### src/rtl/cds_pkg.sv
// cds_pkg: types and constants shared by the c-scan request scheduler
// used by cds_front, cds_fifo, cds_back and cscan_disk_request_scheduler
package cds_pkg;

	localparam int MAX_REQUESTS = 16;
	localparam int TRACK_BITS   = 12;
	localparam int CNT_W        = $clog2(MAX_REQUESTS + 1);
	localparam int IDX_W        = $clog2(MAX_REQUESTS);
	localparam int MOVE_W       = 14;
	localparam int SEEK_W       = 18;
	localparam int DISK_W       = 13;
	localparam int SPT_W        = 4;
	localparam int QDEPTH       = 4;
	localparam int QPTR_W       = $clog2(QDEPTH);
	localparam int ADDR_W       = 4;
	localparam int DATA_W       = 32;

	localparam logic [MOVE_W-1:0]     MOVE_MAX  = {MOVE_W{1'b1}};
	localparam logic [TRACK_BITS-1:0] TRACK_MAX = {TRACK_BITS{1'b1}};

	// register indexes
	localparam logic [1:0] REG_START_POSITION = 2'd0;
	localparam logic [1:0] REG_DISK_TRACKS    = 2'd1;
	localparam logic [1:0] REG_SEEK_PER_TRACK = 2'd2;

	typedef struct packed {
		logic [11:0] request_track;
		logic        last_request;
	} req_t;

	typedef struct packed {
		logic [11:0]       served_track;
		logic              is_disk_end;
		logic [MOVE_W-1:0] total_movement;
		logic [SEEK_W-1:0] seek_time;
		logic              overflow;
		logic              final_item;
	} res_t;

	typedef struct packed {
		logic [11:0]       start_position;
		logic [DISK_W-1:0] disk_tracks;
		logic [SPT_W-1:0]  seek_per_track;
	} cfg_t;

	typedef struct packed {
		logic [TRACK_BITS-1:0] track;
		logic                  is_end;
		logic                  last;
		logic                  overflow;
	} qent_t;

endpackage

### src/rtl/cds_front.sv
// cds_front: sorted insertion store for requests and the c-scan order walk
// depends on cds_pkg; pushes visits into cds_fifo
module cds_front (
	input  logic          clk,
	input  logic          arst_n,
	input  cds_pkg::cfg_t cfg,
	input  logic          in_valid,
	output logic          in_stall,
	input  cds_pkg::req_t in_data,
	output logic          q_push,
	output cds_pkg::qent_t q_data,
	input  logic          q_full
);

	typedef enum logic [1:0] {LOAD, PASS1, DEND, PASS2} state_t;

	state_t                                state_q;
	logic [cds_pkg::CNT_W-1:0]             count_q;
	logic [cds_pkg::CNT_W-1:0]             idx_q;
	logic [cds_pkg::CNT_W-1:0]             lo_q;
	logic                                  drop_q;
	logic                                  ovf_q;
	logic [cds_pkg::TRACK_BITS-1:0]        store_q [cds_pkg::MAX_REQUESTS];

	logic                                  accept;
	logic                                  store_full;
	logic [cds_pkg::TRACK_BITS-1:0]        t;
	logic [cds_pkg::MAX_REQUESTS-1:0]      gt;
	logic [cds_pkg::MAX_REQUESTS-1:0]      wr;
	logic [cds_pkg::TRACK_BITS-1:0]        nxt [cds_pkg::MAX_REQUESTS];
	logic [cds_pkg::TRACK_BITS-1:0]        rd;
	logic [cds_pkg::DISK_W-1:0]            end_m1;
	logic [cds_pkg::TRACK_BITS-1:0]        end_trk;

	assign in_stall   = (state_q != LOAD);
	assign accept     = in_valid && (state_q == LOAD);
	assign store_full = (count_q == cds_pkg::CNT_W'(cds_pkg::MAX_REQUESTS));
	assign t          = in_data.request_track[cds_pkg::TRACK_BITS-1:0];
	assign rd         = store_q[idx_q[cds_pkg::IDX_W-1:0]];

	// insertion: entries above the new track move up by one
	always_comb begin
		for (int j = 0; j < cds_pkg::MAX_REQUESTS; j++) begin
			gt[j] = (cds_pkg::CNT_W'(j) < count_q) && (store_q[j] > t);
		end
		nxt[0] = t;
		wr[0]  = gt[0] || (count_q == '0);
		for (int j = 1; j < cds_pkg::MAX_REQUESTS; j++) begin
			nxt[j] = gt[j-1] ? store_q[j-1] : t;
			wr[j]  = gt[j] || (cds_pkg::CNT_W'(j) == count_q);
		end
	end

	always_comb begin
		end_m1 = cfg.disk_tracks - cds_pkg::DISK_W'(1);
		if (cfg.disk_tracks == '0) begin
			end_trk = '0;
		end else if (end_m1 > cds_pkg::DISK_W'(cds_pkg::TRACK_MAX)) begin
			end_trk = cds_pkg::TRACK_MAX;
		end else begin
			end_trk = end_m1[cds_pkg::TRACK_BITS-1:0];
		end
	end

	always_comb begin
		q_push          = 1'b0;
		q_data.track    = rd;
		q_data.is_end   = 1'b0;
		q_data.last     = 1'b0;
		q_data.overflow = ovf_q;
		case (state_q)
			PASS1: begin
				q_push = !q_full && (idx_q != count_q) && (rd >= cfg.start_position);
			end
			DEND: begin
				q_push        = !q_full;
				q_data.track  = end_trk;
				q_data.is_end = 1'b1;
				q_data.last   = (lo_q == '0);
			end
			PASS2: begin
				q_push      = !q_full;
				q_data.last = (idx_q == lo_q - cds_pkg::CNT_W'(1));
			end
			default: begin
			end
		endcase
	end

	always_ff @(posedge clk) begin
		if (accept && !store_full) begin
			for (int j = 0; j < cds_pkg::MAX_REQUESTS; j++) begin
				if (wr[j]) begin
					store_q[j] <= nxt[j];
				end
			end
		end
	end

	always_ff @(posedge clk or negedge arst_n) begin
		if (!arst_n) begin
			state_q <= LOAD;
			count_q <= '0;
			idx_q   <= '0;
			lo_q    <= '0;
			drop_q  <= 1'b0;
			ovf_q   <= 1'b0;
		end else begin
			unique case (state_q)
				LOAD: begin
					if (accept) begin
						if (store_full) begin
							drop_q <= 1'b1;
						end else begin
							count_q <= count_q + cds_pkg::CNT_W'(1);
						end
						if (in_data.last_request) begin
							state_q <= PASS1;
							idx_q   <= '0;
							lo_q    <= '0;
							ovf_q   <= drop_q || store_full;
						end
					end
				end
				PASS1: begin
					if (!q_full) begin
						if (idx_q == count_q) begin
							state_q <= DEND;
						end else begin
							if (rd < cfg.start_position) begin
								lo_q <= lo_q + cds_pkg::CNT_W'(1);
							end
							idx_q <= idx_q + cds_pkg::CNT_W'(1);
						end
					end
				end
				DEND: begin
					if (!q_full) begin
						idx_q <= '0;
						if (lo_q == '0) begin
							state_q <= LOAD;
							count_q <= '0;
							drop_q  <= 1'b0;
						end else begin
							state_q <= PASS2;
						end
					end
				end
				PASS2: begin
					if (!q_full) begin
						if (idx_q == lo_q - cds_pkg::CNT_W'(1)) begin
							state_q <= LOAD;
							count_q <= '0;
							drop_q  <= 1'b0;
						end else begin
							idx_q <= idx_q + cds_pkg::CNT_W'(1);
						end
					end
				end
			endcase
		end
	end

endmodule

### src/rtl/cds_fifo.sv
// cds_fifo: short queue of visits between the order walk and the movement stage
// depends on cds_pkg
module cds_fifo (
	input  logic           clk,
	input  logic           arst_n,
	input  logic           push,
	input  cds_pkg::qent_t din,
	output logic           full,
	input  logic           pop,
	output cds_pkg::qent_t dout,
	output logic           empty
);

	cds_pkg::qent_t             mem_q [cds_pkg::QDEPTH];
	logic [cds_pkg::QPTR_W-1:0] wr_ptr_q;
	logic [cds_pkg::QPTR_W-1:0] rd_ptr_q;
	logic [cds_pkg::QPTR_W:0]   cnt_q;
	logic                       do_push;
	logic                       do_pop;

	assign full    = (cnt_q == (cds_pkg::QPTR_W+1)'(cds_pkg::QDEPTH));
	assign empty   = (cnt_q == '0);
	assign do_push = push && !full;
	assign do_pop  = pop && !empty;
	assign dout    = mem_q[rd_ptr_q];

	always_ff @(posedge clk) begin
		if (do_push) begin
			mem_q[wr_ptr_q] <= din;
		end
	end

	always_ff @(posedge clk or negedge arst_n) begin
		if (!arst_n) begin
			wr_ptr_q <= '0;
			rd_ptr_q <= '0;
			cnt_q    <= '0;
		end else begin
			if (do_push) begin
				wr_ptr_q <= wr_ptr_q + cds_pkg::QPTR_W'(1);
			end
			if (do_pop) begin
				rd_ptr_q <= rd_ptr_q + cds_pkg::QPTR_W'(1);
			end
			if (do_push && !do_pop) begin
				cnt_q <= cnt_q + (cds_pkg::QPTR_W+1)'(1);
			end else if (do_pop && !do_push) begin
				cnt_q <= cnt_q - (cds_pkg::QPTR_W+1)'(1);
			end
		end
	end

endmodule

### src/rtl/cds_back.sv
// cds_back: head movement accumulation, seek time and the output register
// depends on cds_pkg; pops visits from cds_fifo
module cds_back (
	input  logic           clk,
	input  logic           arst_n,
	input  cds_pkg::cfg_t  cfg,
	output logic           q_pop,
	input  cds_pkg::qent_t q_data,
	input  logic           q_empty,
	output logic           out_valid,
	input  logic           out_stall,
	output cds_pkg::res_t  out_data
);

	logic                           out_valid_q;
	logic                           first_q;
	logic [cds_pkg::TRACK_BITS-1:0] pos_q;
	logic [cds_pkg::MOVE_W-1:0]     total_q;
	cds_pkg::res_t                  out_q;

	logic                           take;
	logic [cds_pkg::TRACK_BITS-1:0] pos_cur;
	logic [cds_pkg::MOVE_W-1:0]     tot_cur;
	logic [cds_pkg::TRACK_BITS-1:0] gap;
	logic [cds_pkg::MOVE_W:0]       sum;
	logic [cds_pkg::MOVE_W-1:0]     sum_sat;
	logic [cds_pkg::SEEK_W-1:0]     seek;

	assign take      = !q_empty && (!out_valid_q || !out_stall);
	assign q_pop     = take;
	assign out_valid = out_valid_q;
	assign out_data  = out_q;

	always_comb begin
		pos_cur = first_q ? cfg.start_position[cds_pkg::TRACK_BITS-1:0] : pos_q;
		tot_cur = first_q ? '0 : total_q;
		gap     = (pos_cur > q_data.track) ? pos_cur - q_data.track : q_data.track - pos_cur;
		sum     = (cds_pkg::MOVE_W+1)'(tot_cur) + (cds_pkg::MOVE_W+1)'(gap);
		sum_sat = sum[cds_pkg::MOVE_W] ? cds_pkg::MOVE_MAX : sum[cds_pkg::MOVE_W-1:0];
		seek    = cds_pkg::SEEK_W'(sum_sat) * cds_pkg::SEEK_W'(cfg.seek_per_track);
	end

	always_ff @(posedge clk) begin
		if (take) begin
			out_q.served_track   <= 12'(q_data.track);
			out_q.is_disk_end    <= q_data.is_end;
			out_q.total_movement <= q_data.last ? sum_sat : '0;
			out_q.seek_time      <= q_data.last ? seek : '0;
			out_q.overflow       <= q_data.overflow;
			out_q.final_item     <= q_data.last;
		end
	end

	always_ff @(posedge clk or negedge arst_n) begin
		if (!arst_n) begin
			out_valid_q <= 1'b0;
			first_q     <= 1'b1;
			pos_q       <= '0;
			total_q     <= '0;
		end else begin
			if (take) begin
				out_valid_q <= 1'b1;
				first_q     <= q_data.last;
				pos_q       <= q_data.track;
				total_q     <= sum_sat;
			end else if (!out_stall) begin
				out_valid_q <= 1'b0;
			end
		end
	end

endmodule

### src/rtl/cscan_disk_request_scheduler.sv
// cscan_disk_request_scheduler: top level with configuration registers
// depends on cds_pkg, cds_front, cds_fifo and cds_back
//
// Requests enter on the in channel (in_valid, in_stall, in_data), one per
// cycle, and are inserted into a sorted store of 16 entries; extra requests
// are dropped and flag overflow on every visit of that batch. A request with
// last_request set closes the batch: the in channel then stalls while the
// store is walked in c-scan order. Visits flow through a 4-entry queue to
// the movement stage and leave on the out channel (out_valid, out_stall,
// out_data), at most one per cycle. The final visit carries total_movement
// and seek_time. A stalled out channel holds its item and fills the queue,
// which then pauses the walk. Reset empties the store and queue and loads
// start_position 0, disk_tracks 200, seek_per_track 5. Registers sit at
// byte addresses 0, 4 and 8 of the apb port; the user must write them only
// while no batch is in flight, as the block itself does not enforce this.
module cscan_disk_request_scheduler (
	input  logic                        clk,
	input  logic                        arst_n,
	input  logic                        in_valid,
	output logic                        in_stall,
	input  cds_pkg::req_t               in_data,
	output logic                        out_valid,
	input  logic                        out_stall,
	output cds_pkg::res_t               out_data,
	input  logic                        psel,
	input  logic                        penable,
	input  logic                        pwrite,
	input  logic [cds_pkg::ADDR_W-1:0]  paddr,
	input  logic [cds_pkg::DATA_W-1:0]  pwdata,
	output logic [cds_pkg::DATA_W-1:0]  prdata,
	output logic                        pready
);

	cds_pkg::cfg_t  cfg_q;
	cds_pkg::qent_t push_data;
	cds_pkg::qent_t pop_data;
	logic           push;
	logic           pop;
	logic           q_full;
	logic           q_empty;
	logic           wr_en;

	assign pready = 1'b1;
	assign wr_en  = psel && penable && pwrite && pready;

	always_ff @(posedge clk or negedge arst_n) begin
		if (!arst_n) begin
			cfg_q.start_position <= 12'd0;
			cfg_q.disk_tracks    <= cds_pkg::DISK_W'(200);
			cfg_q.seek_per_track <= cds_pkg::SPT_W'(5);
		end else if (wr_en) begin
			unique case (paddr[3:2])
				cds_pkg::REG_START_POSITION: cfg_q.start_position <= pwdata[11:0];
				cds_pkg::REG_DISK_TRACKS:    cfg_q.disk_tracks <= pwdata[cds_pkg::DISK_W-1:0];
				cds_pkg::REG_SEEK_PER_TRACK: cfg_q.seek_per_track <= pwdata[cds_pkg::SPT_W-1:0];
				default: begin
				end
			endcase
		end
	end

	always_comb begin
		unique case (paddr[3:2])
			cds_pkg::REG_START_POSITION: prdata = cds_pkg::DATA_W'(cfg_q.start_position);
			cds_pkg::REG_DISK_TRACKS:    prdata = cds_pkg::DATA_W'(cfg_q.disk_tracks);
			cds_pkg::REG_SEEK_PER_TRACK: prdata = cds_pkg::DATA_W'(cfg_q.seek_per_track);
			default:                     prdata = '0;
		endcase
	end

	cds_front u_front (
		.clk      (clk),
		.arst_n   (arst_n),
		.cfg      (cfg_q),
		.in_valid (in_valid),
		.in_stall (in_stall),
		.in_data  (in_data),
		.q_push   (push),
		.q_data   (push_data),
		.q_full   (q_full)
	);

	cds_fifo u_fifo (
		.clk    (clk),
		.arst_n (arst_n),
		.push   (push),
		.din    (push_data),
		.full   (q_full),
		.pop    (pop),
		.dout   (pop_data),
		.empty  (q_empty)
	);

	cds_back u_back (
		.clk       (clk),
		.arst_n    (arst_n),
		.cfg       (cfg_q),
		.q_pop     (pop),
		.q_data    (pop_data),
		.q_empty   (q_empty),
		.out_valid (out_valid),
		.out_stall (out_stall),
		.out_data  (out_data)
	);

endmodule
### config.mk
export PLATFORM = sky130hd
export DESIGN_NAME = cscan_disk_request_scheduler
export DESIGN_NICKNAME = d
export VERILOG_FILES = /design/src/rtl/cds_pkg.sv /design/src/rtl/cds_front.sv /design/src/rtl/cds_fifo.sv /design/src/rtl/cds_back.sv /design/src/rtl/cscan_disk_request_scheduler.sv
export SDC_FILE = /design/constraint.sdc
export NUM_CORES = 1
export LEC_CHECK = 0
export BUFFER_PORTS_ARGS = -buffer_cell sky130_fd_sc_hd__buf_4
export CORE_MARGIN = 2
export CORE_UTILIZATION = 30
export DETAILED_ROUTE_END_ITERATION = 12
export HOLD_SLACK_MARGIN = 0.12
export PLACE_DENSITY = 0.5
export SYNTH_ARGS = -nofsm -noshare
export SYNTH_HDL_FRONTEND = slang
export SYNTH_SLANG_ARGS = --single-unit
### constraint.sdc
create_clock -name clk -period 30.1 [get_ports clk]
set_input_delay 3.01 -clock clk [delete_from_list [all_inputs] [get_ports clk]]
set_output_delay 3.01 -clock clk [all_outputs]
set_load 0.05 [all_outputs]
==> flow_summary.toml, run 1 <==
[outcome]
run_status = "finished clean"

[setup_path]
cp.arrival_ns = 11.21
largest_stage_delay_on_the_critical_path_ns = 0.87
path_common_cell = "sky130_fd_sc_hd__a21o_1"
required_ns = 30.42
timing.critical_path.slowest_stage_cell = "sky130_fd_sc_hd__dfrtp_1"
rr_worst_depth = 35
crit_fanout = 20
worstSetupStartpointType = "flip-flop"
end_kind = "flip-flop"
path_class = "flip-flop to flip-flop"

[global_routing]
number_of_antenna_violations_at_the_first_check_in_global_routing = 0
grt_pass1_vias = 18700
global_route.usage.total_pct = 16.7
grt_first_pass_wirelength_um = 114000
overflow_after_grt = 0
grt_start_max_net_pins = 59

[synthesis]
yosys.cell_count.top_type = "sky130_fd_sc_hd__edfxtp_1"
netlist_area_sq_um = 25700
ys.flop_type = "sky130_fd_sc_hd__edfxtp_1"
seq_area_frac_synth_pct = 43.0
synth_area_leaders = "sky130_fd_sc_hd__edfxtp_1 35%, sky130_fd_sc_hd__ha_1 13%, sky130_fd_sc_hd__dfrtp_1 7.5%"
yosysWarningCount = 0
syn-instance-count = 2289
post_synthesis_async_set_or_reset_flop_share_pct = 21.7
synthDistinctLibCells = 72
synth_top_area_share_pct = 34.9
yosysTopAreaCell = "sky130_fd_sc_hd__edfxtp_1"
synth_area_per_cell_sq_um = 11.2
synth_commonest_cells = "299 x sky130_fd_sc_hd__edfxtp_1, 275 x sky130_fd_sc_hd__ha_1, 216 x sky130_fd_sc_hd__o21ai_0, 200 x sky130_fd_sc_hd__nand2_1, 121 x sky130_fd_sc_hd__inv_1"
synth.ff_latch_count = 382
edff_count_synth = 299

[finish]
layout.cell_area.non_filler_sq_um = 29300
nFillCells = 8454
insertedDiodeCount = 0
flow.area_growth_from_synthesis_pct = 14.1
final-instance-count-excl-fill = 3549
layout-drive-gt1-share_pct = 18.6
net_count_reported_at_finish = 2728

[cts]
clk_root_buffer_cell = "sky130_fd_sc_hd__clkbuf_16"
clkTransAtPathRegs_ns = 0.06
cts_repair_resize_count = 0
clock_sink_count = 382
cts.repair_timing.setup_buffer_count = 0
clock_latency_ns = 0.60
hold_fix_buffer_count_after_cts = 0
cts_tree = "done"
cts-htree-levels = 2
numCtsBuffers = 46
clk_path_buf_depth = 3

[floorplan]
die_x_um = 297
initial_core_utilization_pct = 30.2
design.die.area_sq_um = 88100
placeableCoreArea_sq_um = 85000
fp-row-count = 107
die_height_um = 297
boundary_pin_count = 138

[hold_path]
hold_class = "flip-flop to flip-flop"
hold-path-cell-count = 2

[placement]
place.port_buffers = 96
placement.cell_area_sq_um = 27800
dpl.hpwl_um = 55600
dp_cells = 3464
place.gp.congestion = 0.906

[drt]
drc = 0
post_drt_wl_per_cell_um = 21.0
vias = 18400
overall_routed_net_length_um = 74600
dr.first_iter.drc_count = 1450
post_detailed_route_via_to_cell_ratio = 5.17
drt_first_pass_iters = 5
count_of_nets_left_with_antenna_violations_after_detail_routing = 0

[job]
cap_viol_max_count = 0

[sta]
slew_at_the_pin_with_the_worst_max_slew_slack_ns = 1.24
final.setup.tns_ns = 0
rsz0062_at_grt = "no"
setup-violations-final = 0
finalWorstPathRequiredPeriod_ns = 10.89
clock.fmax_mhz = 91.8
final_max_slew_viol_count = 0
period_share_pct = 36.2
finalClockSkew_ns = 0.0313
relSlewSlack_pct = 17.0
hold_viol_final = 0
sequential cells by signal, indices dropped and copies added (netlist names):
name / count
cfg_q: 29
u_back.first_q: 1
u_back.out_data: 47
u_back.out_valid: 1
u_back.pos_q: 12
u_back.total_q: 14
u_fifo.cnt_q: 3
u_fifo.mem_q: 60
u_fifo.rd_ptr_q: 2
u_fifo.wr_ptr_q: 2
u_front.count_q: 5
u_front.drop_q: 1
u_front.idx_q: 5
u_front.lo_q: 5
u_front.ovf_q: 1
u_front.state_q: 2
u_front.store_q: 192
routing by layer:
metal  vias up  part of all wire (%)  GRT usage [%]
met3       120                   4.7           2.26
met5         -                     0              0
met1      9106                    45           22.2
met2       490                    48           28.3
met4         0                   2.7           4.63
li1       8635                     -              -
worst max-delay path, delay by kind of cell (launching register included):
family	cells	cell delay, ns
AOI/OAI and AO/OA	17	4.58
adders and majority gates	6	2.56
and+or+nand+nor	7	1.33
muxes	2	0.92
DFF	1	0.87
xor gates and xnor gates	2	0.30
buffers and inverters	1	0.06
cell families after synthesis:
group | after synthesis | share of synthesized area (%)
other cells | 2 | 0.0292
flops | 382 | 43.0
mux | 214 | 12.5
fa+ha+maj | 303 | 15.6
simple gates | 586 | 11.3
compound gates | 504 | 11.9
buf+inv | 245 | 3.87
xor+xnor | 53 | 1.81
cell usage in the layout, fill, tap and decap left out, types with 19 or more instances in the layout:
master,n
sky130_fd_sc_hd__inv_1,121
sky130_fd_sc_hd__nand2_1,200
sky130_fd_sc_hd__a21oi_1,98
sky130_fd_sc_hd__nand3_1,19
sky130_fd_sc_hd__fa_1,28
sky130_fd_sc_hd__dfrtp_1,75
sky130_fd_sc_hd__mux2_2,117
sky130_fd_sc_hd__xnor2_1,30
sky130_fd_sc_hd__nor2b_1,61
sky130_fd_sc_hd__clkbuf_16,47
sky130_fd_sc_hd__conb_1,20
sky130_fd_sc_hd__edfxtp_1,299
sky130_fd_sc_hd__nand2b_1,30
sky130_fd_sc_hd__and2_1,41
sky130_fd_sc_hd__ha_1,275
sky130_fd_sc_hd__nor3_1,23
sky130_fd_sc_hd__nor2_1,99
sky130_fd_sc_hd__mux2i_1,23
sky130_fd_sc_hd__nand4_1,54
sky130_fd_sc_hd__xor2_1,23
sky130_fd_sc_hd__o21ai_0,216
sky130_fd_sc_hd__a21o_1,85
sky130_fd_sc_hd__mux4_2,74
sky130_fd_sc_hd__buf_4,136
path summary, 6_finish.rpt:
check	startpoint	to	slack [ns]
hold / removal	u_back.total_q[11]	u_back.total_q[11]	0.47
setup reg to reg	u_fifo.rd_ptr_q[1]	u_back.out_data[18]	19.21
hold reg to reg	u_back.total_q[11]	u_back.total_q[11]	0.47
max in group asynchronous	arst_n	u_back.out_valid	26.63
min in group asynchronous	arst_n	u_fifo.rd_ptr_q[1]	2.35
setup / recovery	u_fifo.rd_ptr_q[1]	u_back.out_data[18]	19.21
through the flow:
stage,setup WS [ns],util [%],hold WS (ns)
5_1_grt,18.43,34.5,0.501
2_1_floorplan,20.40,-,0.442
3_5_place_dp,19.36,32.7,0.464
3_3_place_gp,19.35,32.7,0.460
4_1_cts,19.31,34.5,0.478
6_report,19.21,34.5,0.470
layout make-up:
| cell class | count | area, sq um | area share, % |
|---|---|---|---|
| clock buffers | 59 | 1240 | 4.23 |
| multi-input cells | 1680 | 13800 | 47.0 |
| inverters | 122 | 458 | 1.56 |
| well taps | 1144 | 1430 | 4.88 |
| flip-flops and latches | 382 | 11100 | 37.7 |
| repair buffers | 137 | 1030 | 3.52 |
| clock inverters | 25 | 325 | 1.11 |
Power of run 1 is left out: the tool's default activity adds up to more than one toggle a clock period on the data nets, which glitch-free logic cannot reach.
==> run 2: changes to the inputs <==
--- a/config.mk
+++ b/config.mk
@@ -5,12 +5,13 @@
 export SDC_FILE = /design/constraint.sdc
 export NUM_CORES = 1
 export LEC_CHECK = 0
+export ABC_AREA = 1
 export BUFFER_PORTS_ARGS = -buffer_cell sky130_fd_sc_hd__buf_4
 export CORE_MARGIN = 2
 export CORE_UTILIZATION = 30
 export DETAILED_ROUTE_END_ITERATION = 12
 export HOLD_SLACK_MARGIN = 0.12
-export PLACE_DENSITY = 0.5
+export PLACE_DENSITY = 0.51
 export SYNTH_ARGS = -nofsm -noshare
 export SYNTH_HDL_FRONTEND = slang
 export SYNTH_SLANG_ARGS = --single-unit
==> constraint.sdc (replaced) <==
create_clock -name clk -period 10 [get_ports clk]
set_input_delay 1 -clock clk [delete_from_list [all_inputs] [get_ports clk]]
set_output_delay 1 -clock clk [all_outputs]
set_load 0.05 [all_outputs]
==> run 2 against run 1 <==
Compared with the run above: via count is 20% higher; wire length is 14% higher; synthesized area is 4.1% higher; final cell count is 26% higher; sequential cell count stayed put; clock-buffer cell count is 12 higher; clock skew is 0.0065 ns lower; die area is 4.0% higher; largest cell class unchanged; highest routed layer unchanged.
==> flow_summary.toml, run 2 <==
[synthesis]
synth_commonest_cells = "672 x sky130_fd_sc_hd__nand2_1, 364 x sky130_fd_sc_hd__inv_1, 299 x sky130_fd_sc_hd__edfxtp_1, 292 x sky130_fd_sc_hd__o21ai_0, 283 x sky130_fd_sc_hd__a21oi_1"
yosysTopAreaCell = "sky130_fd_sc_hd__edfxtp_1"
netlist_area_sq_um = 26800
synth_area_per_cell_sq_um = 8.29
synth.ff_latch_count = 382
edff_count_synth = 299
synthDistinctLibCells = 51
synth_area_leaders = "sky130_fd_sc_hd__edfxtp_1 34%, sky130_fd_sc_hd__ha_1 13%, sky130_fd_sc_hd__nand2_1 9.4%"
synth_top_area_share_pct = 33.5
yosys.cell_count.top_type = "sky130_fd_sc_hd__nand2_1"
ys.flop_type = "sky130_fd_sc_hd__edfxtp_1"
post_synthesis_async_set_or_reset_flop_share_pct = 21.7
seq_area_frac_synth_pct = 41.3
yosysWarningCount = 0
syn-instance-count = 3227

[hold_path]
hold_class = "input port to asynchronous set/reset pin"

[drt]
dr.first_iter.drc_count = 1868
count_of_nets_left_with_antenna_violations_after_detail_routing = 0
overall_routed_net_length_um = 85300
drc = 0
drt_first_pass_iters = 6
post_drt_wl_per_cell_um = 19.0
post_detailed_route_via_to_cell_ratio = 4.93
vias = 22100

[finish]
mostFrequentLayoutCell = "sky130_fd_sc_hd__nand2_1"
final-seq-area_sq_um = 11100
multi_input_comb_area_sq_um = 13600
insertedDiodeCount = 0
final-instance-count-excl-fill = 4484
final_util_pct = 34.2
largest_register = "u_front.store_q"
flow.area_growth_from_synthesis_pct = 13.0
largest_register_ff_count = 192
nFillCells = 9309
layout_common_cells = "672 x sky130_fd_sc_hd__nand2_1, 364 x sky130_fd_sc_hd__inv_1, 299 x sky130_fd_sc_hd__edfxtp_1"
net_count_reported_at_finish = 3639
layout-drive-gt1-share_pct = 7.74

[floorplan]
die_height_um = 303
initial_core_utilization_pct = 30.3
fp-row-count = 109
boundary_pin_count = 138
design.die.area_sq_um = 91600
placeableCoreArea_sq_um = 88400
die_x_um = 303

[cts]
clk_root_buffer_cell = "sky130_fd_sc_hd__clkbuf_16"
cts-htree-levels = 2
clk_path_buf_depth = 3
cts_tree = "done"
clkTransAtPathRegs_ns = 0.06
numCtsBuffers = 49
clock_sink_count = 382
hold_fix_buffer_count_after_cts = 0
cts_repair_resize_count = 0
clock_latency_ns = 0.61
cts.repair_timing.setup_buffer_count = 0

[setup_path]
crit_fanout = 17
path_common_cell = "sky130_fd_sc_hd__nand2_1"
largest_stage_delay_on_the_critical_path_ns = 0.53
cp.arrival_ns = 8.39
regToRegSetupSlack_ns = 1.97
end_kind = "flip-flop"
timing.critical_path.slowest_stage_cell = "sky130_fd_sc_hd__fa_1"
worstSetupStartpointType = "flip-flop"
path_class = "flip-flop to flip-flop"
required_ns = 10.35

[global_routing]
grt_start_max_net_pins = 91
global_route.usage.total_pct = 18.5
number_of_antenna_violations_at_the_first_check_in_global_routing = 0
grt_pass1_vias = 21100
overflow_after_grt = 0
grt_first_pass_wirelength_um = 129000

[placement]
place.gp.congestion = 0.934
dpl.hpwl_um = 62300
dp_cells = 4394
preCtsSetupSlack_ns = 1.91
place.port_buffers = 96

[sta]
setup-violations-final = 0
clock.fmax_mhz = 124
final_max_slew_viol_count = 0
slew_at_the_pin_with_the_worst_max_slew_slack_ns = 1.26
relSlewSlack_pct = 16.2
finalWorstPathRequiredPeriod_ns = 8.03
final.setup.tns_ns = 0
period_share_pct = 80.3
hold_viol_final = 0
timing.final.ws_setup_ns = 1.97
finalClockSkew_ns = 0.0249
rsz0062_at_grt = "no"

[outcome]
run_status = "finished clean"

[job]
cap_viol_max_count = 0
## run 2: through the flow
stage / area, sq um / hold WS, ns
after floorplan: 26800 / 0.443
after global routing: 30200 / 0.333
after CTS: 30200 / 0.312
final: 30200 / 0.327
after detailed placement: 28600 / 0.462
after global placement: 28600 / 0.466
## run 2: cell families (layout without fill, tap and decap cells)
family / count (synthesis) / after routing / share of synthesized area [%]
other: 2 / 20 / 0.0281
flip-flops: 382 / 382 / 41.3
AND/OR/NAND/NOR: 1216 / 1216 / 19.0
AO/OA/AOI/OAI: 743 / 743 / 15.1
multiplexers: 1 / 1 / 0.0421
buffers and inverters: 534 / 608 / 8.08
XOR/XNOR: 46 / 46 / 1.53
adder cells (fa/ha/maj): 303 / 303 / 15.0
## run 2: worst paths after layout
| path | cells after the start | start | to |
|---|---|---|---|
| min reg2reg | 2 | u_front.drop_q | u_front.drop_q |
| max | 40 | u_fifo.rd_ptr_q[1] | u_back.out_data[16] |
| min | 1 | arst_n | u_back.out_valid |
| max reg2reg | 40 | u_fifo.rd_ptr_q[1] | u_back.out_data[16] |
| max in group asynchronous | 2 | arst_n | cfg_q[14] |
| min in group clk | 2 | u_front.drop_q | u_front.drop_q |
## run 2: area by class of cell
cell class / instances / area share (%)
multi-input combinational: 2329 / 45.0
clock inverter: 19 / 0.654
inverter: 389 / 4.83
clock buffer: 71 / 4.88
tap: 1165 / 4.82
timing repair buffer: 129 / 3.20
sequential: 382 / 36.6
## run 2: layer usage
metal | vias up | wire [um] | track usage [%]
met5 | - | 0 | 0
met2 | 630 | 37600 | 29.0
li1 | 11000 | - | -
met1 | 10300 | 39800 | 26.0
met3 | 142 | 4860 | 2.86
met4 | 0 | 3030 | 6.49
## run 2: critical path: cells and delay by family, from the launching register on
family,cells,cell delay [ns]
and+or+nand+nor,17,1.98
AOI/OAI and AO/OA,8,1.68
buffers and inverters,9,1.26
adders and majority gates,6,2.49
DFF,1,0.35
Power of run 2 is left out for the same reason.
==> run 3: changes to the inputs <==
--- a/config.mk
+++ b/config.mk
@@ -5,13 +5,13 @@
 export SDC_FILE = /design/constraint.sdc
 export NUM_CORES = 1
 export LEC_CHECK = 0
-export ABC_AREA = 1
+export ABC_AREA = 0
 export BUFFER_PORTS_ARGS = -buffer_cell sky130_fd_sc_hd__buf_4
 export CORE_MARGIN = 2
 export CORE_UTILIZATION = 30
 export DETAILED_ROUTE_END_ITERATION = 12
 export HOLD_SLACK_MARGIN = 0.12
-export PLACE_DENSITY = 0.51
+export PLACE_DENSITY = 0.52
 export SYNTH_ARGS = -nofsm -noshare
 export SYNTH_HDL_FRONTEND = slang
 export SYNTH_SLANG_ARGS = --single-unit
==> constraint.sdc (replaced) <==
create_clock -name clk -period 6.9 [get_ports clk]
set_input_delay 0.69 -clock clk [delete_from_list [all_inputs] [get_ports clk]]
set_output_delay 0.69 -clock clk [all_outputs]
set_load 0.05 [all_outputs]
==> run 3 against run 2 <==
Compared with the run above: the flow now finishes with violations (negative setup slack); hold slack improved by 0.011 ns; global-route usage decreased by 0.66 points; via count decreased by 12%; critical path depth decreased by 7; core utilization increased by 2.5 points; largest cell class unchanged; sequential cell count unchanged; sequential share of layout area decreased by 1.2 points; die area decreased by 3.9%.
==> flow_summary.toml, run 3 (same netlist as run 1, synthesis figures left out) <==
[outcome]
run_status = "finished with violations"
failed_checks = "negative setup slack"

[placement]
dpl.hpwl_um = 59600
place.port_buffers = 96
dp_cells = 3643
place.gp.congestion = 0.910
preCtsSetupSlack_ns = -1.24

[cts]
clkTransAtPathRegs_ns = 0.06
clk_path_buf_depth = 3
clock_sink_count = 382
cts-htree-levels = 2
numCtsBuffers = 46
cts_tree = "done"
clock_latency_ns = 0.60
clk_root_buffer_cell = "sky130_fd_sc_hd__clkbuf_16"

[sta]
rsz0062_at_grt = "yes"
finalWorstPathRequiredPeriod_ns = 7.87
slew_at_the_pin_with_the_worst_max_slew_slack_ns = 1.34
period_share_pct = 114
final_max_slew_viol_count = 0
setup-violations-final = 13
relSlewSlack_pct = 10.3
hold_viol_final = 0
clock.fmax_mhz = 127
timing.final.ws_setup_ns = -0.967
finalClockSkew_ns = 0.0335

[drt]
drt_first_pass_iters = 5
overall_routed_net_length_um = 80000
post_drt_wl_per_cell_um = 21.3
post_detailed_route_via_to_cell_ratio = 5.19
count_of_nets_left_with_antenna_violations_after_detail_routing = 0
drc = 0
dr.first_iter.drc_count = 1314
vias = 19500

[setup_path]
end_kind = "flip-flop"
path_class = "flip-flop to flip-flop"
required_ns = 7.24
timing.critical_path.slowest_stage_cell = "sky130_fd_sc_hd__mux4_2"
cp.arrival_ns = 8.20
path_common_cell = "sky130_fd_sc_hd__a21oi_2"
largest_stage_delay_on_the_critical_path_ns = 0.60
worstSetupStartpointType = "flip-flop"
crit_fanout = 5

[finish]
layout_common_cells = "323 x sky130_fd_sc_hd__buf_4, 299 x sky130_fd_sc_hd__edfxtp_1, 270 x sky130_fd_sc_hd__ha_1"
flow.area_growth_from_synthesis_pct = 21.5
mostFrequentLayoutCell = "sky130_fd_sc_hd__buf_4"
final-instance-count-excl-fill = 3751
net_count_reported_at_finish = 2925
largest_register_ff_count = 192
layout-drive-gt1-share_pct = 26.7
largest_register = "u_front.store_q"

[floorplan]
design.die.area_sq_um = 88100
boundary_pin_count = 138
fp-row-count = 107
die_x_um = 297
initial_core_utilization_pct = 30.2
die_height_um = 297
placeableCoreArea_sq_um = 85000

[global_routing]
grt_pass1_vias = 19900
global_route.usage.total_pct = 17.9
number_of_antenna_violations_at_the_first_check_in_global_routing = 6
grt_start_max_net_pins = 58
grt_first_pass_wirelength_um = 122000
overflow_after_grt = 0

[job]
cap_viol_max_count = 0

[hold_path]
hold_class = "input port to flip-flop"
## run 3: cell types whose count changed in the layout (fill, tap and decap cells not counted), moves of 74 or more
cell / before / now
sky130_fd_sc_hd__a21o_1: 6 / 85
sky130_fd_sc_hd__a21oi_1: 283 / 91
sky130_fd_sc_hd__buf_4: 129 / 323
sky130_fd_sc_hd__inv_1: 364 / 118
sky130_fd_sc_hd__mux2_2: 1 / 115
sky130_fd_sc_hd__mux4_2: 0 / 74
sky130_fd_sc_hd__nand2_1: 672 / 199
sky130_fd_sc_hd__nand3_1: 177 / 18
sky130_fd_sc_hd__nor2_1: 265 / 95
sky130_fd_sc_hd__o21ai_0: 292 / 208
## run 3: metrics by stage
| step | utilization, % | cell area, sq um | TNS [ns] | hold slack [ns] |
|---|---|---|---|---|
| 2_1_floorplan | - | 26000 | -7.14 | 0.394 |
| 3_3_place_gp | 34.5 | 29300 | -8.57 | 0.462 |
| 3_5_place_dp | 34.5 | 29300 | -11.13 | 0.473 |
| 4_1_cts | 36.6 | 31100 | -7.93 | 0.306 |
| 5_1_grt | 36.8 | 31200 | -13.99 | 0.327 |
| 6_report | 36.8 | 31300 | -9.04 | 0.338 |
## run 3: worst paths after layout
path	start	end	slack [ns]	cells after the start
worst max-delay path	u_fifo.rd_ptr_q[0]	u_back.out_data[15]	-0.97	33
worst min-delay path	out_stall	u_back.out_valid	0.34	3
worst max register to register	u_fifo.rd_ptr_q[0]	u_back.out_data[15]	-0.97	33
worst min register to register	u_back.pos_q[0]	u_back.pos_q[0]	0.48	2
max in group asynchronous	arst_n	cfg_q[13]	5.14	3
min in group asynchronous	arst_n	u_fifo.rd_ptr_q[1]	0.59	2
## run 3: final cells by class
cell class	instances	area, sq um
Antenna cell	3	7.51
Clock buffer	62	1280
Clock inverter	24	349
Fill cell	8311	53800
Inverter	122	458
Multi-Input combinational cell	1681	14100
Sequential cell	382	11100
Tap cell	1144	1430
Timing Repair Buffer	333	2540
## run 3: routing by layer
metal  track usage [%]  share of wire, %
met1              24.2                45
met2              29.2                46
met3              2.88               5.7
met4              5.64               3.4
met5                 0             0.038
## run 3: critical path, delay by kind of cell (launching register included)
| kind | cells | cell delay (ns) |
|---|---|---|
| DFF | 1 | 0.43 |
| buffers and inverters | 2 | 0.13 |
| xor gates and xnor gates | 1 | 0.14 |
| muxes | 2 | 0.94 |
| adders and majority gates | 6 | 2.11 |
| and+or+nand+nor | 10 | 1.85 |
| AOI/OAI and AO/OA | 12 | 2.01 |
## run 3: timing repair
action                                 in CTS  in global routing
setup endpoints to repair                  14                 14
buffers inserted                            8                  9
hold buffers                                1                  0
pin swaps                                   5                 11
endpoints found under the hold margin      26                  0
cloned                                      1                  0
resized for setup                          21                 20
Power of run 3 is left out for the same reason.
